[config.mk]
export PLATFORM = sky130hd
export DESIGN_NAME = json_string_escaper_utf8_top
export DESIGN_NICKNAME = d
export VERILOG_FILES = /design/src/sv/jse_pkg.sv /design/src/sv/jse_expand.sv /design/src/sv/json_string_escaper_utf8_top.sv
export SDC_FILE = /design/constraint.sdc
export NUM_CORES = 1
export LEC_CHECK = 0
export ABC_AREA = 1
export BUFFER_PORTS_ARGS = -buffer_cell sky130_fd_sc_hd__buf_4
export CORE_MARGIN = 5
export CORE_UTILIZATION = 55
export DETAILED_ROUTE_END_ITERATION = 10
export GPL_TIMING_DRIVEN = 1
export MAX_ROUTING_LAYER = met4
export PLACE_DENSITY = 0.76
export SLEW_MARGIN = 20
export SYNTH_ARGS = -nofsm -noshare
export SYNTH_HDL_FRONTEND = slang
export SYNTH_SLANG_ARGS = --single-unit
[constraint.sdc]
create_clock -name i_clk -period 22 [get_ports i_clk]
set_input_delay 2.2 -clock i_clk [delete_from_list [all_inputs] [get_ports i_clk]]
set_output_delay 2.2 -clock i_clk [all_outputs]
set_load 0.02 [all_outputs]
[src/sv/jse_pkg.sv]
`default_nettype none

package jse_pkg;

    // Input kinds carried on tuser
    localparam logic [1:0] MODE_DATA  = 2'd0;
    localparam logic [1:0] MODE_BEGIN = 2'd1;
    localparam logic [1:0] MODE_END   = 2'd2;

    localparam int MAX_OUT  = 15;
    localparam int TAIL_MAX = 6;
    localparam int HELD_MAX = 3;

    localparam logic [7:0] CH_QUOTE  = 8'h22;
    localparam logic [7:0] CH_BSLASH = 8'h5C;
    localparam logic [7:0] CH_NL     = 8'h0A;
    localparam logic [7:0] CH_CR     = 8'h0D;
    localparam logic [7:0] CH_TAB    = 8'h09;
    localparam logic [7:0] CH_LOW_N  = 8'h6E;
    localparam logic [7:0] CH_LOW_R  = 8'h72;
    localparam logic [7:0] CH_LOW_T  = 8'h74;
    localparam logic [7:0] CH_LOW_U  = 8'h75;
    localparam logic [7:0] CH_ZERO   = 8'h30;
    localparam logic [7:0] CH_SPACE  = 8'h20;
    localparam logic [7:0] CH_DEL    = 8'h7F;

    // U+FFFD in UTF-8, first byte in the low bits
    localparam logic [23:0] REPL_SEQ = {8'hBD, 8'hBF, 8'hEF};

    typedef struct packed {
        logic [HELD_MAX-1:0][7:0] bytes;
        logic [1:0]               count;
        logic [2:0]               seq_len;
    } t_held;

    typedef struct packed {
        logic [MAX_OUT-1:0][7:0] bytes;
        logic [3:0]              count;
        t_held                   held;
    } t_expand;

    function automatic logic [7:0] hex_digit(input logic [3:0] v);
        logic [7:0] w;
        w = {4'h0, v};
        return (v < 4'd10) ? (8'h30 + w) : (8'h57 + w);
    endfunction

endpackage

`default_nettype wire

[src/sv/jse_expand.sv]
`default_nettype none

module jse_expand (
    input  logic [1:0]       i_mode,
    input  logic [7:0]       i_byte,
    input  jse_pkg::t_held   i_held,
    output jse_pkg::t_expand o_exp
);
    import jse_pkg::*;

    localparam logic [7:0] LEAD2_MIN = 8'hC2;
    localparam logic [7:0] LEAD2_MAX = 8'hDF;
    localparam logic [7:0] LEAD3_MIN = 8'hE0;
    localparam logic [7:0] LEAD3_MAX = 8'hEF;
    localparam logic [7:0] LEAD4_MIN = 8'hF0;
    localparam logic [7:0] LEAD4_MAX = 8'hF4;
    localparam logic [7:0] LEAD_SURR = 8'hED;
    localparam logic [7:0] CONT_MIN  = 8'h80;
    localparam logic [7:0] CONT_MAX  = 8'hBF;
    localparam logic [7:0] E0_MIN    = 8'hA0;
    localparam logic [7:0] ED_MAX    = 8'h9F;
    localparam logic [7:0] F0_MIN    = 8'h90;
    localparam logic [7:0] F4_MAX    = 8'h8F;

    logic [TAIL_MAX-1:0][7:0] f_bytes;
    logic [2:0]               f_cnt;
    logic                     f_lead;
    logic [2:0]               f_len;
    logic [TAIL_MAX-1:0][7:0] t_bytes;
    logic [2:0]               t_cnt;
    logic [1:0]               pre_n;
    logic [7:0]               lo;
    logic [7:0]               hi;
    logic                     in_seq;
    logic                     in_range;
    logic                     seq_done;

    // Output of a byte seen with no sequence in progress
    always_comb begin
        f_bytes = '0;
        f_cnt   = 3'd0;
        f_lead  = 1'b0;
        f_len   = 3'd0;
        if (!i_byte[7]) begin
            case (i_byte)
                CH_QUOTE: begin
                    f_bytes[0] = CH_BSLASH;
                    f_bytes[1] = CH_QUOTE;
                    f_cnt      = 3'd2;
                end
                CH_BSLASH: begin
                    f_bytes[0] = CH_BSLASH;
                    f_bytes[1] = CH_BSLASH;
                    f_cnt      = 3'd2;
                end
                CH_NL: begin
                    f_bytes[0] = CH_BSLASH;
                    f_bytes[1] = CH_LOW_N;
                    f_cnt      = 3'd2;
                end
                CH_CR: begin
                    f_bytes[0] = CH_BSLASH;
                    f_bytes[1] = CH_LOW_R;
                    f_cnt      = 3'd2;
                end
                CH_TAB: begin
                    f_bytes[0] = CH_BSLASH;
                    f_bytes[1] = CH_LOW_T;
                    f_cnt      = 3'd2;
                end
                default: begin
                    if (i_byte < CH_SPACE || i_byte == CH_DEL) begin
                        f_bytes[0] = CH_BSLASH;
                        f_bytes[1] = CH_LOW_U;
                        f_bytes[2] = CH_ZERO;
                        f_bytes[3] = CH_ZERO;
                        f_bytes[4] = hex_digit(i_byte[7:4]);
                        f_bytes[5] = hex_digit(i_byte[3:0]);
                        f_cnt      = 3'd6;
                    end else begin
                        f_bytes[0] = i_byte;
                        f_cnt      = 3'd1;
                    end
                end
            endcase
        end else if (i_byte >= LEAD2_MIN && i_byte <= LEAD2_MAX) begin
            f_lead = 1'b1;
            f_len  = 3'd2;
        end else if (i_byte >= LEAD3_MIN && i_byte <= LEAD3_MAX) begin
            f_lead = 1'b1;
            f_len  = 3'd3;
        end else if (i_byte >= LEAD4_MIN && i_byte <= LEAD4_MAX) begin
            f_lead = 1'b1;
            f_len  = 3'd4;
        end else begin
            f_bytes[0] = REPL_SEQ[7:0];
            f_bytes[1] = REPL_SEQ[15:8];
            f_bytes[2] = REPL_SEQ[23:16];
            f_cnt      = 3'd3;
        end
    end

    always_comb begin
        in_seq = (i_held.count != 2'd0) && (i_held.seq_len >= 3'd2)
                 && ({1'b0, i_held.count} < i_held.seq_len);
        lo = CONT_MIN;
        hi = CONT_MAX;
        // The second byte of a few lead bytes has a narrower range
        if (i_held.count == 2'd1) begin
            if (i_held.bytes[0] == LEAD3_MIN) lo = E0_MIN;
            if (i_held.bytes[0] == LEAD_SURR) hi = ED_MAX;
            if (i_held.bytes[0] == LEAD4_MIN) lo = F0_MIN;
            if (i_held.bytes[0] == LEAD4_MAX) hi = F4_MAX;
        end
        in_range = (i_byte >= lo) && (i_byte <= hi);
        seq_done = ({1'b0, i_held.count} + 3'd1) == i_held.seq_len;
    end

    always_comb begin
        o_exp      = '0;
        o_exp.held = i_held;
        t_bytes    = f_bytes;
        t_cnt      = f_cnt;
        pre_n      = 2'd0;
        unique case (i_mode)
            MODE_DATA: begin
                if (in_seq && in_range && seq_done) begin
                    // Sequence complete: pass held bytes and this one
                    t_bytes    = '0;
                    t_bytes[0] = i_held.bytes[0];
                    case (i_held.count)
                        2'd1: t_bytes[1] = i_byte;
                        2'd2: begin
                            t_bytes[1] = i_held.bytes[1];
                            t_bytes[2] = i_byte;
                        end
                        default: begin
                            t_bytes[1] = i_held.bytes[1];
                            t_bytes[2] = i_held.bytes[2];
                            t_bytes[3] = i_byte;
                        end
                    endcase
                    t_cnt              = {1'b0, i_held.count} + 3'd1;
                    o_exp.held.count   = 2'd0;
                    o_exp.held.seq_len = 3'd0;
                end else if (in_seq && in_range) begin
                    t_cnt = 3'd0;
                    if (i_held.count == 2'd1) begin
                        o_exp.held.bytes[1] = i_byte;
                    end else begin
                        o_exp.held.bytes[2] = i_byte;
                    end
                    o_exp.held.count = i_held.count + 2'd1;
                end else begin
                    // Flush a rejected sequence, then start over with this byte
                    pre_n = in_seq ? i_held.count : 2'd0;
                    if (f_lead) begin
                        o_exp.held.bytes[0] = i_byte;
                        o_exp.held.count    = 2'd1;
                        o_exp.held.seq_len  = f_len;
                    end else begin
                        o_exp.held.count   = 2'd0;
                        o_exp.held.seq_len = 3'd0;
                    end
                end
            end
            MODE_BEGIN: begin
                t_bytes            = '0;
                t_bytes[0]         = CH_QUOTE;
                t_cnt              = 3'd1;
                o_exp.held.count   = 2'd0;
                o_exp.held.seq_len = 3'd0;
            end
            MODE_END: begin
                pre_n              = i_held.count;
                t_bytes            = '0;
                t_bytes[0]         = CH_QUOTE;
                t_cnt              = 3'd1;
                o_exp.held.count   = 2'd0;
                o_exp.held.seq_len = 3'd0;
            end
            default: begin
                t_bytes = '0;
                t_cnt   = 3'd0;
            end
        endcase

        case (pre_n)
            2'd0:    o_exp.bytes = {72'h0, t_bytes};
            2'd1:    o_exp.bytes = {48'h0, t_bytes, REPL_SEQ};
            2'd2:    o_exp.bytes = {24'h0, t_bytes, REPL_SEQ, REPL_SEQ};
            default: o_exp.bytes = {t_bytes, REPL_SEQ, REPL_SEQ, REPL_SEQ};
        endcase
        o_exp.count = (4'(pre_n) * 4'd3) + {1'b0, t_cnt};
    end

endmodule

`default_nettype wire

[src/sv/json_string_escaper_utf8_top.sv]
// An accepted item waits in the input register until the output buffer is free,
// then is expanded and loaded into the buffer. Throughput: one item per cycle
// while each item yields at most one byte and the receiver takes every byte;
// an item with more output bytes holds the buffer until all have been taken.
// Reset: i_rst_n is synchronous, active low; it empties both stages and
// drops any partly received UTF-8 sequence.
`default_nettype none

module json_string_escaper_utf8_top (
    input  logic       i_clk,
    input  logic       i_rst_n,
    input  logic       i_s_axis_tvalid,
    output logic       o_s_axis_tready,
    input  logic [7:0] i_s_axis_tdata,   // [7:0] in_byte
    input  logic [1:0] i_s_axis_tuser,   // [1:0] mode
    output logic       o_m_axis_tvalid,
    input  logic       i_m_axis_tready,
    output logic [7:0] o_m_axis_tdata,   // [7:0] out_byte
    output logic       o_m_axis_tlast
);
    import jse_pkg::*;

    logic                    r_in_valid;
    logic                    n_in_valid;
    logic [1:0]              r_in_mode;
    logic [1:0]              n_in_mode;
    logic [7:0]              r_in_byte;
    logic [7:0]              n_in_byte;
    t_held                   r_held;
    t_held                   n_held;
    logic [MAX_OUT-1:0][7:0] r_buf;
    logic [MAX_OUT-1:0][7:0] n_buf;
    logic [3:0]              r_cnt;
    logic [3:0]              n_cnt;
    t_expand                 exp_res;
    logic                    s_accept;
    logic                    pop;
    logic                    buf_free;
    logic                    load;

    jse_expand u_expand (
        .i_mode (r_in_mode),
        .i_byte (r_in_byte),
        .i_held (r_held),
        .o_exp  (exp_res)
    );

    assign o_m_axis_tvalid = (r_cnt != 4'd0);
    assign o_m_axis_tdata  = r_buf[0];
    assign o_m_axis_tlast  = (r_cnt == 4'd1);

    always_comb begin
        pop             = o_m_axis_tvalid && i_m_axis_tready;
        buf_free        = (r_cnt == 4'd0) || ((r_cnt == 4'd1) && i_m_axis_tready);
        load            = r_in_valid && buf_free;
        o_s_axis_tready = !r_in_valid || buf_free;
        s_accept        = i_s_axis_tvalid && o_s_axis_tready;

        n_in_valid = r_in_valid;
        n_in_mode  = r_in_mode;
        n_in_byte  = r_in_byte;
        if (s_accept) begin
            n_in_valid = 1'b1;
            n_in_mode  = i_s_axis_tuser;
            n_in_byte  = i_s_axis_tdata;
        end else if (load) begin
            n_in_valid = 1'b0;
        end

        n_held = load ? exp_res.held : r_held;

        n_buf = r_buf;
        n_cnt = r_cnt;
        if (load) begin
            n_buf = exp_res.bytes;
            n_cnt = exp_res.count;
        end else if (pop) begin
            // advance to the next byte
            n_buf = {8'h00, r_buf[MAX_OUT-1:1]};
            n_cnt = r_cnt - 4'd1;
        end
    end

    always_ff @(posedge i_clk) begin
        r_in_mode    <= n_in_mode;
        r_in_byte    <= n_in_byte;
        r_buf        <= n_buf;
        r_held.bytes <= n_held.bytes;
        if (!i_rst_n) begin
            r_in_valid     <= 1'b0;
            r_cnt          <= 4'd0;
            r_held.count   <= 2'd0;
            r_held.seq_len <= 3'd0;
        end else begin
            r_in_valid     <= n_in_valid;
            r_cnt          <= n_cnt;
            r_held.count   <= n_held.count;
            r_held.seq_len <= n_held.seq_len;
        end
    end

    a_held_fits: assert property (@(posedge i_clk) disable iff (!i_rst_n)
        (r_held.count != 2'd0) |->
            (r_held.seq_len >= 3'd2 && {1'b0, r_held.count} < r_held.seq_len))
        else $error("held count does not fit the sequence length");

    a_begin_quote: assert property (@(posedge i_clk) disable iff (!i_rst_n)
        (load && r_in_mode == MODE_BEGIN) |=>
            (o_m_axis_tvalid && o_m_axis_tdata == CH_QUOTE && o_m_axis_tlast))
        else $error("begin item did not yield a single quote");

    a_drain_empty: assert property (@(posedge i_clk) disable iff (!i_rst_n)
        (pop && o_m_axis_tlast && !load) |=> !o_m_axis_tvalid)
        else $error("output still valid after last byte without a new item");

    a_load_when_free: assert property (@(posedge i_clk) disable iff (!i_rst_n)
        (r_in_valid && r_cnt > 4'd1) |=> r_in_valid)
        else $error("pending item dropped while output busy");

endmodule

`default_nettype wire

* Yosys cells after proc, flatten, opt, wreduce, memory -nomap -nowiden
Cells that the tools add are included.
** Operators by class
- Add/subtract/negate cells :: 8
- $mul :: 1
- Divide/modulo/power cells :: 0
- Magnitude comparators :: 13
- Equal/unequal tests :: 19
- Shift operators :: 0
- Muxes and demuxes :: 55
- Bitwise logic cells :: 3
- Reduce and logical (&&, ||, !) cells :: 32
** Operator list (count)
- $pmux 120 s3 :: 1
- $mux 120 :: 2
- $mux 24 :: 5
- $pmux 48 s2 :: 1
- $pmux 16 s5 :: 1
- $mux 8 :: 7
- $mux 48 :: 1
- $mux 40 :: 1
- $mux 3 :: 12
- $eq 8x8->1 const B :: 4
- $mux 32 :: 1
- $eq 8x4->1 const B :: 3
- $ge 8x8->1 const B :: 3
- $le 8x8->1 const B :: 3
- $mux 6 :: 4
- $add 7x4->8 const A :: 2
- $eq 8x7->1 const B :: 2
- $pmux 8 s2 :: 1
- $add 6x4->7 const A :: 2
- $logic_and 1x1->1 :: 12
- $mux 4 :: 3
- $mux 2 :: 5
- $pmux 5 s2 :: 1
- $reduce_and 5->1 :: 2
- 33 further kinds :: 52
** Storage, ports and cells
- Register bits :: 164
- Bits in latches :: 0
- Memory bits (writable) :: 0
- Memory bits (read-only) :: 0
- Bits of input ports :: 14
- Output and inout port bits :: 11
- Word-level logic and storage cells :: 155
- Memories kept :: 0

* Depth between registers and ports, before layout
- Depth after elaboration :: 13
- Gate-level depth with buffers :: 25
- Depth with buffers taken out :: 24

* By module
Synthesis repeated with hierarchy kept, for this count alone.
** Unflattened totals
- Cell total of the unflattened synthesis :: 1289
- Area, all modules :: 10202.3 sq um
** Modules (own cells, without submodules)
- json_string_escaper_utf8_top :: times used 1, cells an instance 619, area each 6732.7 sq um, sequential area each 4824.6 sq um
- jse_expand :: times used 1, cells an instance 670, area each 3469.6 sq um, sequential area each 0.0 sq um

* Worst setup path after synthesis
No wires, ideal clock.
- Kind :: reg2reg
- Start point :: register r_cnt[0]
- End point :: register r_cnt[3]
- Library setup time :: 70 ps
- Arrival time :: 11005 ps
- Data required time :: 21930 ps
- Path slack :: 10925 ps
- Stages on the path, launching flop included :: 9
- Path buffers :: 0
- Clock period less this slack :: 11075 ps
- Path through :: dfxtp_1 > inv_1 > ha_1 > nand3_1 > o21ai_0 > inv_1 > a21oi_1 > o21ai_0 > a21oi_1
** Between the ends
- Elaborated cells on any way between the ends :: 11
- Those cells by class :: 1 x add/sub; 1 x eq/ne; 2 x mux; 7 x reduce/logical
** RTL lines
- start: declaration :: line json_string_escaper_utf8_top.sv:33 : logic [3:0] r_cnt;
- start signal: assignment :: line json_string_escaper_utf8_top.sv:96 : r_cnt <= n_cnt;
- $reduce_bool 4->1 :: line json_string_escaper_utf8_top.sv:48 : assign o_m_axis_tvalid = (r_cnt != 4'd0);
- named net o_m_axis_tvalid :: line json_string_escaper_utf8_top.sv:16 : output logic o_m_axis_tvalid,
- $logic_and 1x1->1 :: line json_string_escaper_utf8_top.sv:53 : pop = o_m_axis_tvalid && i_m_axis_tready;
- $reduce_bool 2->1 (no source line)
The timed path passes the listed nets, and every way through them passes these cells. The select of a mux whose other input is x is not followed.
A chain may end at the register's enable or synchronous reset.

==> summary.txt <==
Outcome
  – Outcome: finished, final reports clean

Final layout
  – Area growth from synthesis to layout: 8.953%
  – Fraction of layout cells with a size suffix above 1: 11.81%
  – Finished Layout Cells: 1207
  – Ant diodes: 0
  – Final nets: 1029
  – Leading cell type in the layout, fill and taps excluded: nand2_1
  – Most frequent cells in the layout: nand2_1, edfxtp_1, nor2_1
  – Filler cell count in the final layout: 1363
  – Post-layout instance area: 9806 sq um

Detailed routing
  – DRC viols: 0
  – DR WL/cell: 20.22 um
  – Antenna viol nets, final: 0
  – Vias: 7367
  – Pre-antenna DRT Iters: 7
  – Drt via density: 6.104
  – Drt total wl: 24400 um
  – Initial drt markers: 1011

Worst setup path
  – Crit-path max cell delay: 0.56 ns
  – Crit. Startpoint: r_held[4]
  – Cell-by-cell trace of the critical path: inv_1, ha_1, nand2_1, nor3b_1, a21o_1, ha_1, nand2_1, nand2_1, nand2_1, nand2_1, nor2_4, nand2_1, a21oi_1, nor2_1, inv_1, ha_1, inv_1, nor2_1, nand2_1, inv_1, nand2_1, inv_1, a21oi_1, o21ai_0
  – Crit path DAT: 5.47 ns
  – Delay-heaviest family, CP: simple AND/OR/NAND/NOR gates
  – Critical path type: flop to flop
  – Required time of the critical path: 22.27 ns
  – Startpoint Class: flop
  – Critical path's most frequent cell: nand2_1
  – R2R Setup Slk: 16.80 ns
  – RR Startpoint: r_held[4]
  – CP max stage cell: ha_1
  – CP max FO: 20
  – Crit end category: flop
  – CP Buf/Inv Count: 5

Yosys
  – Dominant cell type by area after synthesis: edfxtp_1
  – Top-area cell type share of the netlist area: 50.72%
  – Seq/Total Area, Yosys: 52.94%
  – Yosys warns: 0
  – Post-synth EDFFs: 152
  – Syn_nets: 1027
  – Seq cells post-synth: 162
  – Async set or reset register ratio after synthesis: 0%
  – Syn Area/Cell: 9.193 sq um
  – Area contributors post-synth: edfxtp_1, nand2_1, nor2_1, nand3_1, ha_1
  – Netlist Area Pre-Place: 9000 sq um
  – Top FF cell, synth: edfxtp_1
  – Cells after synthesis: 979
  – Cell variety after synth: 49

Die
  – Row count: 46
  – Core Footprint: 15940 sq um
  – Die W: 137.9 um
  – Die H: 137.9 um
  – Initial core utilization: 56.45%
  – IO Count: 25
  – Die area: 19020 sq um

CTS
  – Clock tree sinks: 162
  – Cts bufs inserted: 17
  – Worst skew pair latency: 0.44 ns
  – CTS tree: done
  – CTS H-tree lvls: 4
  – Post_cts resized: 0
  – CTS Buffer Depth: 2
  – Reg clk slew, reported paths: 0.06 ns
  – Clock root buffer: clkbuf_16
  – Cts hold-fix bufs: 0
  – Post-CTS Setup Bufs: 0

Power and ir drop
  – Leak: 3.812 nW
  – Peak supply drop: 0.09853 mV
  – PwrDens: 125.6 nW/um^2

Timing
  – Slew Viols, Final: 0
  – Final setup fails: 0
  – Slew headroom: 28.99%
  – Crit path time final: 5.198 ns
  – Worst slew pin tran: 1.064 ns
  – Worst clock skew: 0.007917 ns
  – RSZ-0062 raised after global routing: false
  – Fmax: 192.4 MHz
  – Setup TNS: 0 ns
  – Period Utilization, post-route: 23.63%
  – Final hold violation count: 0
  – Setup WS post-layout: 16.80 ns

Run
  – Max_cap viols: 0

Placed design
  – Placed inst area: 9254 sq um
  – Cell total after placement: 1178
  – Place WS: 16.98 ns
  – Routability cong.: 0.9837
  – I/O Buffers: 24
  – DP Wirelength: 16660 um

Hold path
  – Hold Crit Class: flop to flop
  – Hold_sp: r_cnt[2]

Global route
  – Largest net degree at the start of global routing: 73
  – Vias in the first global route: 6990
  – GRT Total Usage: 27.73%
  – First-pass GRT wire length: 38340 um
  – GRT overflow: 0
  – Initial antenna violation count: 0
==> state kept, by name, indices dropped and copies added, names as in the netlist <==
name	cells
r_in_byte	8
r_buf	110
r_in_valid	1
o_m_axis_tdata	8
r_held	29
r_in_mode	2
r_cnt	4
==> routing by layer <==
metal,vias to the layer above,GRT usage (%),part of all wire (%)
met4,0,13.83,5.0
met3,103,6.640,11
met1,3404,35.92,39
li1,3356,-,-
met5,-,-,0
met2,504,41.05,45
==> area by class of cell <==
class	instances	area [sq um]	area share (%)
sequential	162	4765	48.59
multi-input combinational	666	3593	36.65
clock buffer	20	436.7	4.453
inverter	102	390.4	3.981
tap	216	270.3	2.756
timing repair buffer	32	240.2	2.450
clock inverter	9	110.1	1.123
==> logic make-up after synthesis <==
family | share of synthesized area (%)
AND/OR/NAND/NOR | 23.29
AO/OA/AOI/OAI | 11.18
flip-flops | 52.94
buffers and inverters | 7.313
adder cells (fa/ha/maj) | 4.894
XOR/XNOR | 0.3892
==> cells in the mapped netlist, types with 3 or more instances <==
library cell	number
clkbuf_1	16
nand2_2	13
nand4_1	21
a31oi_1	4
buf_6	3
o22ai_1	3
o21ai_0	50
nor2_2	5
or2_2	5
a22oi_1	8
buf_4	11
edfxtp_1	152
a22o_1	3
o211ai_1	17
o21ai_1	8
inv_1	86
xor2_1	4
ha_1	32
inv_2	11
buf_1	3
nor3_1	8
nand2_1	180
buf_2	15
a21oi_1	65
nor2_1	123
o221ai_1	6
dfxtp_1	10
nor2_4	8
nand3_1	81
inv_4	3
==> worst register-to-register path, stage by stage (launching register included) <==
cell     delay (ns)
dfxtp_1        0.35
inv_1          0.11
ha_1           0.56
nand2_1        0.16
nor3b_1        0.34
a21o_1         0.13
ha_1           0.23
nand2_1        0.07
nand2_1        0.05
nand2_1        0.06
nand2_1        0.10
nor2_4         0.18
nand2_1        0.17
a21oi_1        0.22
nor2_1         0.14
inv_1          0.15
ha_1           0.55
inv_1          0.22
nor2_1         0.20
nand2_1        0.30
inv_1          0.19
nand2_1        0.18
inv_1          0.22
a21oi_1        0.06
o21ai_0        0.11
==> per-stage QoR <==
step	utilization [%]	total power [mW]	hold WS (ns)
2_1_floorplan	-	0.8732	0.4393
3_3_place_gp	58.04	0.9286	0.4666
3_5_place_dp	58.04	0.9424	0.4806
4_1_cts	61.47	1.227	0.4890
5_1_grt	61.51	1.294	0.5014
6_report	61.51	1.231	0.4875
==> where the power goes <==
group | internal, mW | switching (mW)
Sequential | 0.530 | 0.0464
Clock | 0.165 | 0.120
Combinational | 0.119 | 0.251
==> path summary, 6_finish.rpt <==
path                    end  cells past startpoint
setup / recovery  r_buf[84]                     24
hold / removal     r_cnt[2]                      2
setup reg to reg  r_buf[84]                     24
hold reg to reg    r_cnt[2]                      2
(Power assumes the default switching activity.)
